$ cat src/hw/rtl/rda_pkg.sv
// ----------------------------------------------------------------------------
// rda_pkg
// Shared types, constants and the half-step decoding table of the rotary
// encoder decoder.
// ----------------------------------------------------------------------------
package rda_pkg;

  // width of the millisecond timestamp arithmetic
  localparam int TIME_BITS = 32;
  localparam int SENS_BITS = 8;
  localparam int ACC_BITS  = 32;
  localparam int ADDR_BITS = 3;
  localparam int DATA_BITS = 32;

  // reset values of the configuration registers
  localparam logic [SENS_BITS-1:0] SENS_RESET   = 8'd16;
  localparam logic                 SWITCH_RESET = 1'b1;

  // decoder start state (mid position)
  localparam logic [2:0] DEC_START = 3'd3;

  // register indexes, taken from paddr[2]
  localparam logic REG_SENS   = 1'b0;
  localparam logic REG_SWITCH = 1'b1;

  // input command codes
  localparam logic CMD_PIN  = 1'b0;
  localparam logic CMD_READ = 1'b1;

  // detent direction codes
  localparam logic [1:0] DIR_NONE = 2'd0;
  localparam logic [1:0] DIR_CW   = 2'd1;
  localparam logic [1:0] DIR_CCW  = 2'd2;

  typedef struct packed {
    logic                 cmd;
    logic                 left_level;
    logic                 right_level;
    logic                 switch_level;
    logic [TIME_BITS-1:0] now_ms;
  } in_item_t;

  typedef struct packed {
    logic signed [ACC_BITS-1:0] step_total;
    logic                       pressed;
    logic [1:0]                 step_dir;
  } out_item_t;

  typedef enum logic [2:0] {
    S_IDLE,
    S_DIV,
    S_SQ,
    S_ACC,
    S_DONE
  } state_t;

  typedef struct packed {
    logic [2:0] next;
    logic       cw;
    logic       ccw;
  } dec_t;

  // half-step table; act = {left active, right active}
  function automatic dec_t decode_next(input logic [2:0] cur, input logic [1:0] act);
    dec_t d;
    d = '{next: 3'd0, cw: 1'b0, ccw: 1'b0};
    unique case (cur)
      3'd1: begin
        unique case (act)
          2'd0: begin d.next = 3'd3; d.ccw = 1'b1; end
          2'd1: d.next = 3'd0;
          2'd2: d.next = 3'd1;
          default: d.next = 3'd0;
        endcase
      end
      3'd2: begin
        unique case (act)
          2'd0: begin d.next = 3'd3; d.cw = 1'b1; end
          2'd1: d.next = 3'd2;
          2'd2: d.next = 3'd0;
          default: d.next = 3'd0;
        endcase
      end
      3'd3: begin
        unique case (act)
          2'd0: d.next = 3'd3;
          2'd1: d.next = 3'd5;
          2'd2: d.next = 3'd4;
          default: d.next = 3'd0;
        endcase
      end
      3'd4: begin
        unique case (act)
          2'd0: d.next = 3'd3;
          2'd1: d.next = 3'd3;
          2'd2: d.next = 3'd4;
          default: d.next = 3'd0;
        endcase
      end
      3'd5: begin
        unique case (act)
          2'd0: d.next = 3'd3;
          2'd1: d.next = 3'd5;
          2'd2: d.next = 3'd3;
          default: d.next = 3'd0;
        endcase
      end
      // state 0 and the unused codes 6 and 7
      default: begin
        unique case (act)
          2'd0: d.next = 3'd3;
          2'd1: d.next = 3'd2;
          2'd2: d.next = 3'd1;
          default: d.next = 3'd0;
        endcase
      end
    endcase
    return d;
  endfunction

endpackage

$ cat src/hw/rtl/rotary_decoder_with_acceleration.sv
// ----------------------------------------------------------------------------
// rotary_decoder_with_acceleration
// Half-step quadrature decoder with speed-dependent acceleration of a
// saturating signed step total, read and cleared by command.
// ----------------------------------------------------------------------------
// Each item is either a pin event or a read command and gives exactly one
// result item. A read, or a pin event that completes no detent, goes from
// acceptance through the DONE state into the output register. A pin
// event that completes a detent passes the DIV, SQ, ACC and DONE states:
// the speed factor (sensitivity / elapsed) is found by a restoring divider
// that retires one quotient bit per cycle, then it is squared and added to
// the total with saturation in the next cycle. The next item is accepted
// as soon as the result has moved to the output register, even while that
// register still waits to be taken. A configuration write applies to the
// items accepted after it; a detent already being worked on keeps the
// settings it was accepted with.
module rotary_decoder_with_acceleration
  import rda_pkg::*;
(
  input  logic                 clk,
  input  logic                 rst,
  // input items
  input  logic                 in_valid,
  output logic                 in_stall,
  input  in_item_t             in_data,
  // result items
  output logic                 out_valid,
  input  logic                 out_stall,
  output out_item_t            out_data,
  // configuration port
  input  logic                 psel,
  input  logic                 penable,
  input  logic                 pwrite,
  input  logic [ADDR_BITS-1:0] paddr,
  input  logic [DATA_BITS-1:0] pwdata,
  output logic [DATA_BITS-1:0] prdata,
  output logic                 pready
);

  state_t state, state_next;

  // configuration registers
  logic [SENS_BITS-1:0] sensitivity_ms;
  logic                 has_switch;

  // decoder state
  logic [2:0]                 decode_state;
  logic [TIME_BITS-1:0]       last_detent_time;
  logic signed [ACC_BITS-1:0] step_accum;
  logic                       switch_pressed;

  // pending result
  logic signed [ACC_BITS-1:0] res_total;
  logic [1:0]                 res_dir;

  // divider and square
  logic [SENS_BITS-1:0]   div_quo;
  logic [SENS_BITS:0]     div_rem;
  logic [SENS_BITS-1:0]   div_den;
  logic [2:0]             div_cnt;
  logic [2*SENS_BITS-1:0] speed;

  // control decoded from the state
  logic in_accept;
  logic load_out;

  // combinational helpers
  dec_t                 dec;
  logic                 sw_pressed_new;
  logic [SENS_BITS-1:0] sens_eff;
  logic [TIME_BITS-1:0] diff;
  logic [SENS_BITS-1:0] elapsed;
  logic [SENS_BITS:0]   trial;
  logic [SENS_BITS:0]   trial_sub;
  logic                 trial_ok;
  logic signed [ACC_BITS+1:0] acc_ext;
  logic signed [ACC_BITS+1:0] sum;
  logic signed [ACC_BITS-1:0] sat_sum;

  // ---------------------------------------------------------------------------
  // configuration port
  // ---------------------------------------------------------------------------
  assign pready = 1'b1;

  always_ff @(posedge clk) begin
    if (rst) begin
      sensitivity_ms <= SENS_RESET;
      has_switch     <= SWITCH_RESET;
    end else if (psel && penable && pwrite) begin
      unique case (paddr[2])
        REG_SENS:   sensitivity_ms <= pwdata[SENS_BITS-1:0];
        REG_SWITCH: has_switch     <= pwdata[0];
        default:    ;
      endcase
    end
  end

  always_comb begin
    prdata = '0;
    unique case (paddr[2])
      REG_SENS:   prdata[SENS_BITS-1:0] = sensitivity_ms;
      REG_SWITCH: prdata[0]             = has_switch;
      default:    prdata = '0;
    endcase
  end

  // ---------------------------------------------------------------------------
  // control
  // ---------------------------------------------------------------------------
  always_comb begin
    state_next = state;
    unique case (state)
      S_IDLE: begin
        if (in_valid) begin
          if (in_data.cmd == CMD_PIN && (dec.cw || dec.ccw)) begin
            state_next = S_DIV;
          end else begin
            state_next = S_DONE;
          end
        end
      end
      S_DIV: begin
        if (div_cnt == 3'd7) begin
          state_next = S_SQ;
        end
      end
      S_SQ:   state_next = S_ACC;
      S_ACC:  state_next = S_DONE;
      S_DONE: begin
        if (!out_valid || !out_stall) begin
          state_next = S_IDLE;
        end
      end
      default: state_next = S_IDLE;
    endcase
  end

  always_comb begin
    in_stall  = (state != S_IDLE);
    load_out  = (state == S_DONE) && (!out_valid || !out_stall);
  end

  assign in_accept = in_valid && !in_stall;

  always_ff @(posedge clk) begin
    if (rst) begin
      state <= S_IDLE;
    end else begin
      state <= state_next;
    end
  end

  // ---------------------------------------------------------------------------
  // pin event decoding and elapsed time clamp
  // ---------------------------------------------------------------------------
  always_comb begin
    dec            = decode_next(decode_state, {~in_data.left_level, ~in_data.right_level});
    sw_pressed_new = has_switch ? ~in_data.switch_level : switch_pressed;
    sens_eff       = (sensitivity_ms == '0) ? SENS_BITS'(1) : sensitivity_ms;
    diff           = in_data.now_ms - last_detent_time;
    if (diff == '0) begin
      elapsed = SENS_BITS'(1);
    end else if (diff > TIME_BITS'(sens_eff)) begin
      elapsed = sens_eff;
    end else begin
      elapsed = diff[SENS_BITS-1:0];
    end
  end

  // ---------------------------------------------------------------------------
  // restoring divider step, one quotient bit a cycle
  // ---------------------------------------------------------------------------
  always_comb begin
    trial     = {div_rem[SENS_BITS-1:0], div_quo[SENS_BITS-1]};
    trial_sub = trial - {1'b0, div_den};
    trial_ok  = (trial >= {1'b0, div_den});
  end

  // ---------------------------------------------------------------------------
  // saturating accumulate
  // ---------------------------------------------------------------------------
  always_comb begin
    acc_ext = {{2{step_accum[ACC_BITS-1]}}, step_accum};
    if (res_dir == DIR_CW) begin
      sum = acc_ext + $signed({{(ACC_BITS+2-2*SENS_BITS){1'b0}}, speed});
    end else begin
      sum = acc_ext - $signed({{(ACC_BITS+2-2*SENS_BITS){1'b0}}, speed});
    end
    if (sum[ACC_BITS+1:ACC_BITS-1] == 3'b000 || sum[ACC_BITS+1:ACC_BITS-1] == 3'b111) begin
      sat_sum = sum[ACC_BITS-1:0];
    end else if (sum[ACC_BITS+1]) begin
      sat_sum = {1'b1, {(ACC_BITS-1){1'b0}}};
    end else begin
      sat_sum = {1'b0, {(ACC_BITS-1){1'b1}}};
    end
  end

  // ---------------------------------------------------------------------------
  // datapath registers
  // ---------------------------------------------------------------------------
  always_ff @(posedge clk) begin
    if (rst) begin
      decode_state     <= DEC_START;
      last_detent_time <= '0;
      step_accum       <= '0;
      switch_pressed   <= 1'b0;
    end else begin
      if (in_accept) begin
        if (in_data.cmd == CMD_READ) begin
          res_total  <= step_accum;
          res_dir    <= DIR_NONE;
          step_accum <= '0;
        end else begin
          switch_pressed <= sw_pressed_new;
          decode_state   <= dec.next;
          res_total      <= step_accum;
          if (dec.cw || dec.ccw) begin
            last_detent_time <= in_data.now_ms;
            res_dir          <= dec.cw ? DIR_CW : DIR_CCW;
            div_quo          <= sens_eff;
            div_den          <= elapsed;
            div_rem          <= '0;
            div_cnt          <= '0;
          end else begin
            res_dir <= DIR_NONE;
          end
        end
      end
      // one quotient bit shifted in per cycle
      if (state == S_DIV) begin
        div_quo <= {div_quo[SENS_BITS-2:0], trial_ok};
        div_rem <= trial_ok ? trial_sub : trial;
        div_cnt <= div_cnt + 3'd1;
      end
      if (state == S_SQ) begin
        speed <= div_quo * div_quo;
      end
      if (state == S_ACC) begin
        step_accum <= sat_sum;
        res_total  <= sat_sum;
      end
    end
  end

  // ---------------------------------------------------------------------------
  // output register
  // ---------------------------------------------------------------------------
  always_ff @(posedge clk) begin
    if (rst) begin
      out_valid <= 1'b0;
    end else if (load_out) begin
      out_valid <= 1'b1;
    end else if (!out_stall) begin
      out_valid <= 1'b0;
    end
  end

  always_ff @(posedge clk) begin
    if (load_out) begin
      out_data.step_total <= res_total;
      out_data.pressed    <= switch_pressed;
      out_data.step_dir   <= res_dir;
    end
  end

endmodule

$ cat config.mk
export PLATFORM = sky130hd
export DESIGN_NAME = rotary_decoder_with_acceleration
export DESIGN_NICKNAME = d
export VERILOG_FILES = /design/src/hw/rtl/rda_pkg.sv /design/src/hw/rtl/rotary_decoder_with_acceleration.sv
export SDC_FILE = /design/constraint.sdc
export NUM_CORES = 1
export LEC_CHECK = 0
export BUFFER_PORTS_ARGS = -buffer_cell sky130_fd_sc_hd__buf_2
export CAP_MARGIN = 30
export CORE_MARGIN = 1
export CORE_UTILIZATION = 40
export CTS_CLUSTER_SIZE = 12
export DETAILED_ROUTE_END_ITERATION = 10
export GPL_ROUTABILITY_DRIVEN = 1
export HOLD_SLACK_MARGIN = 0.05
export PLACE_DENSITY = 0.61
export SYNTH_ARGS = -nofsm -noshare
export SYNTH_HDL_FRONTEND = slang
export SYNTH_SLANG_ARGS = --single-unit
$ cat constraint.sdc
create_clock -name clk -period 7.4 [get_ports clk]
set_input_delay 0 -clock clk [delete_from_list [all_inputs] [get_ports clk]]
set_output_delay 0 -clock clk [all_outputs]
set_load 0.01 [all_outputs]
Yosys cells after proc, flatten, opt, wreduce, memory -nomap -nowiden. Cells that the tools add are included.

Register bits after elaboration: 193. Bits in latches: 0. Memory bits (writable): 0. Bits in read-only memories: 0. Output and inout bits: 70. Logic and storage cells: 131. Memories kept: 0.

Add/sub/neg operators: 5. Multiply operators: 1. Divide/modulo/power cells: 0. $lt $le $gt $ge: 2. Eq/ne operators: 19. Shifts and indexed selects: 0. Mux-type cells: 43. Bitwise gates (word level): 7. Reduce and logical (&&, ||, !) cells: 36.

Operators by type and width (count): $mux W32 (7); $mux W8 (11); $mux W34 (1); $add A32 B17 Y33 (1); $sub A32 B17 Y33 (1); $gt A32 B8 Y1 (1); $logic_not A32 Y1 (1); $sub A32 B32 Y32 (1); $pmux W3 S5 (2); $mux W3 (8); $mul A8 B8 Y16 (1); $eq A3 B3 Y1 const B (5); $reduce_and A2 Y1 (7); $eq A3 B2 Y1 const B (4); $pmux W3 S2 (2); $ge A9 B8 Y1 (1); $pmux W3 S3 (1); $reduce_and A3 Y1 (3); $logic_not A8 Y1 (1); $pmux W2 S2 (2); $reduce_and A4 Y1 (2); $reduce_bool A2 Y1 (4); $sub A8 B8 Y8 (1); $mux W7 (1); other kinds (18) (44).

Logic depth before layout (Yosys ltp).
Depth in word-level cells: 9. Gate-level depth with buffers: 21.

Worst setup path before layout. OpenSTA, ideal clock, no wires.

Kind: register -> register. Start: reg speed[4]. End: reg res_total[24], data pin. Data arrival time: 4577 ps. Required time: 7144 ps. Setup slack: 2568 ps. Stages on the path, launching flop included: 22. Buffers on the path: 5. Clock period less this slack: 4832 ps. Cells stage by stage: edfxtp_1 > nor2_2 > nand3_1 > or4_1 > or4_1 > clkbuf_1 > clkbuf_1 > o31a_1 > ha_1 > clkbuf_1 > a21oi_1 > o21ai_0 > a21o_1 > a211o_1 > o31ai_1 > o41ai_1 > xnor2_2 > and3_1 > buf_6 > buf_6 > a21oi_2 > nand2_1.

Word-level cells in the longest chain between the ends: 6. Elaborated cells on any way between the ends: 9. Those cells by class: add/sub (2); eq/ne (1); mux (4); reduce/logical (2).

Ends and longest elaborated chain: start, declared (line rotary_decoder_with_acceleration.sv:61) `logic [2*SENS_BITS-1:0] speed;`; start signal, assigned (line rotary_decoder_with_acceleration.sv:236) `speed <= div_quo * div_quo;`; $sub A32 B17 Y33 or $add A32 B17 Y33 (tied branches) (line rotary_decoder_with_acceleration.sv:187, rotary_decoder_with_acceleration.sv:185); $mux W34 * (line rotary_decoder_with_acceleration.sv:184) `if (res_dir == DIR_CW) begin`; $eq A3 B3 Y1 or $logic_not A3 Y1 (tied branches) (line rotary_decoder_with_acceleration.sv:189) `if (sum[ACC_BITS+1:ACC_BITS-1] == 3'b000 || sum[ACC_BITS+1:ACC_BITS-1] == 3'b111) begin`; $logic_or A1 B1 Y1 (line rotary_decoder_with_acceleration.sv:189); $mux W32 * (line rotary_decoder_with_acceleration.sv:189); $mux W32 * (line rotary_decoder_with_acceleration.sv:238) `if (state == S_ACC) begin`; end signal, assigned (line rotary_decoder_with_acceleration.sv:210) `res_total <= step_accum;`; end signal, assigned (line rotary_decoder_with_acceleration.sv:216) `res_total <= step_accum;`; end signal, assigned (line rotary_decoder_with_acceleration.sv:240) `res_total <= sat_sum;`; end, declared (line rotary_decoder_with_acceleration.sv:53) `logic signed [ACC_BITS-1:0] res_total;`.

Every way passes the cells marked *; elsewhere a longest branch is shown, timed or not. A chain may end at the register's enable or synchronous reset.

Worst setup path in the final report.
Start: reg speed[3]. End: reg res_total[7], data pin.

The elaborated chain is that of the path after synthesis.

==> results.py <==
metrics = {
    "clock_tree": {
        "ctsResizeCount": 0,
        "cts_setup_buffers": 0,
        "clk_latency_ps": 460,
        "clk_path_buf_depth": 2,
        "cts_sinks": 192,
        "clk_pin_slew_ps": 80,
        "cts_tree": "built",
        "htree_levels": 4,
        "numCtsBuffers": 17,
        "clock-root-buffer": "clkbuf_16",
    },
    "routing": {
        "vias_per_cell": 5.22,
        "vias": 11500,
        "antenna_left": 0,
        "post_drt_wl_per_cell_um": 14.7,
        "post-route-drc-count": 0,
        "first_pass_iters": 5,
        "drt_iter0_drc": 697,
        "wirelength_um": 32600,
    },
    "worst_setup_path": {
        "required_ps": 7710,
        "cp_max_fo": 22,
        "cp-startpoint": "speed[3]$_DFFE_PP_",
        "crit_arrival_ps": 6330,
        "rr_worst_depth": 16,
        "critPathMaxStageDelay_ps": 680,
        "reg2reg_from": "speed[3]$_DFFE_PP_",
        "end_kind": "flop",
        "worstSetupStartpointType": "flop",
        "path_cells": "nor2_2 > nand3_1 > or4_1 > or4_1 > o41ai_1 > xnor2_1 > ha_1 > nand3_1 > nor4b_1 > o31ai_1 > o41ai_1 > xnor2_2 > and3_1 > buf_4 > a21oi_1 > nand2_1",
        "crit_slowest_cell": "or4_1",
        "crit_type": "reg2reg",
    },
    "global_route": {
        "grt_max_degree": 49,
        "gr-total-overflow": 0,
        "grt_pass1_vias": 11100,
        "grt_pass1_wl_um": 54000,
        "grt_antenna_before_repair": 3,
        "grt_util_all_layers_pct": 18.6,
    },
    "synthesis": {
        "synth_area_mm2": 0.0140,
        "syn_area_per_cell_um2": 8.54,
        "synth_edf_count": 111,
        "synth-seq-cells": 192,
        "synth_ff_type": "edfxtp_1",
        "ys_seq_area_share_pct": 35.5,
        "synth_warnings": 0,
        "synthCells": 1635,
        "synthArstFlopShare_pct": 0,
        "ys_types": 70,
    },
    "sta": {
        "finalMaxSlewViolations": 0,
        "tightest_slew_ps": 941,
        "max_freq_ghz": 0.166,
        "post-route-period-util_pct": 81.3,
        "fin_worst_skew_ps": 20.0,
        "finalHoldViolCount": 0,
        "fin_crit_ps": 6010,
        "slew_headroom_pct": 37.0,
        "setup_violations": 0,
        "rsz0062_at_grt": "no",
        "finalSetupTns_ps": 0,
    },
    "flow_run": {
        "drv_cap": 0,
    },
    "power_and_ir_drop": {
        "power_density_mw_per_mm2": 153,
        "p_leak_nw": 6.63,
        "total_power_w": 0.00243,
        "ir_drop_v": 0.000161,
    },
    "layout": {
        "final_nets": 1967,
        "syn_to_final_growth_pct": 13.8,
        "layout-drive-gt1-share_pct": 9.92,
    },
    "floorplanning": {
        "die_y_um": 189,
        "start_util_pct": 40.5,
        "die-area_mm2": 0.0356,
        "die_w_um": 189,
        "rows": 68,
        "boundaryPins": 148,
        "core_area_mm2": 0.0345,
    },
    "hold_path": {
        "hold_class": "in2reg",
        "holdPathStages": 6,
        "hold_start": "in_data[33]",
    },
    "place": {
        "place.gp.congestion": 0.905,
        "io_buffers": 96,
        "dp_hpwl_um": 24400,
    },
    "outcome": {
        "status": "finished clean",
    },
}
==> final cells by class <==
class                      instances  area [um^2]
tap                              455          569
clock inverter                    13          150
sequential                       192         4950
fill                            3417        18600
clock buffer                      19          443
inverter                         134          503
multi-input combinational       1235         8140
timing repair buffer             161         1120
antenna                            3         7.51
==> metrics by stage <==
step	instance area [um^2]	utilization [%]	cells	hold WS, ps	setup WS (ps)
after CTS	15900	46.1	2209	68.5	1440
after detailed placement	14800	42.8	2124	206	1470
after floorplan	14000	-	1658	116	2570
final	15900	46.1	2212	83.6	1390
after global routing	15900	46.1	2211	139	1040
after global placement	14700	42.7	2121	206	1570
==> registers in the layout (all words and copies together) (netlist names), 8 cells and up <==
register          cells
speed                15
last_detent_time     32
out_data             35
div_rem               8
div_den               8
div_quo               8
step_accum           32
res_total            32
sensitivity_ms        8
==> cell usage after synthesis (6+ instances only) <==
cell         n  area, um^2
nand2_1    249         935
a21oi_1    188         941
inv_1      131         492
ha_1       120        1500
nor2_1     116         435
edfxtp_1   111        3330
dfxtp_1     81        1620
o21ai_0     62         310
clkbuf_1    61         229
xnor2_1     49         429
a21o_1      32         240
fa_1        28         561
nand2b_1    27         169
xor2_1      27         236
buf_4       26         195
nand3_1     26         130
nor2b_1     20         125
and2_1      18         113
nand4_1     18         113
nor3_1      18        90.1
o21bai_1    17         128
a211oi_1    14         105
o31a_1      14         123
o31ai_1     14         105
a21oi_2     12         105
and3_1      12        75.1
o21a_1      11        82.6
o211ai_1     9        67.6
a211o_1      8        70.1
a31oi_1      7        43.8
o21ai_1      7        35.0
a311oi_1     6        52.6
buf_2        6        30.0
mux2i_1      6        60.1
o2111ai_1    6        52.6
==> metal layers <==
layer  global-route usage (%)  vias up  routed length (um)
met5                        0        -                   0
met4                     6.51        0                 668
met3                     3.26       42                1210
met2                     31.8      243               15600
met1                     23.5     5374               15100
li1                         -     5885                   -
==> power by group <==
part	total [W]	switching, W	internal, W
clock	0.000927	0.000466	0.000461
sequential	0.00116	0.0000120	0.00115
combinational	0.000337	0.000202	0.000136
total	0.00243	0.000680	0.00175
==> cells in the final DEF, fill, tap and decap left out, types with 28 or more instances in the layout <==
cell type	synthesis	layout
nor2_1	116	116
dlygate4sd3_1	0	53
buf_2	6	96
o21ai_0	62	62
a21o_1	32	32
edfxtp_1	111	111
inv_1	131	131
dfxtp_1	81	81
fa_1	28	28
xnor2_1	49	49
a21oi_1	188	186
ha_1	120	120
nand2_1	249	249
==> worst paths after layout <==
check                                       to  slack [ps]
setup / recovery        res_total[7]$_DFFE_PP_        1390
hold / removal    decode_state[2]$_SDFFE_PP0P_          80
setup reg to reg        res_total[7]$_DFFE_PP_        1390
hold reg to reg         out_data[28]$_DFFE_PP_         420
==> worst max-delay path, delay by kind of cell, from the launching register on <==
family          cells  cell delay [ps]
xor+xnor            2              380
buf+inv             1              370
compound gates      4             1410
flops               1              450
fa+ha+maj           1              460
simple gates        8             2810
==> logic make-up (layout without fill, tap and decap cells) <==
logic type / after synthesis / in the layout / synth area share, %
buffers and inverters: 231 / 327 / 7.08
other: 2 / 28 / 0.0538
adder cells (fa/ha/maj): 148 / 148 / 14.8
flip-flops: 192 / 192 / 35.5
AND/OR/NAND/NOR: 534 / 534 / 17.3
AO/OA/AOI/OAI: 444 / 444 / 19.9
multiplexers: 7 / 7 / 0.511
XOR/XNOR: 77 / 77 / 4.88
==> what timing repair did <==
item / 4_1_cts / 5_1_grt
hold buffers: 53 / 0
hold endpoints to repair: 48 / 0
setup endpoints to repair: 0 / 0
Note: power is estimated with default switching activity, not from simulation.
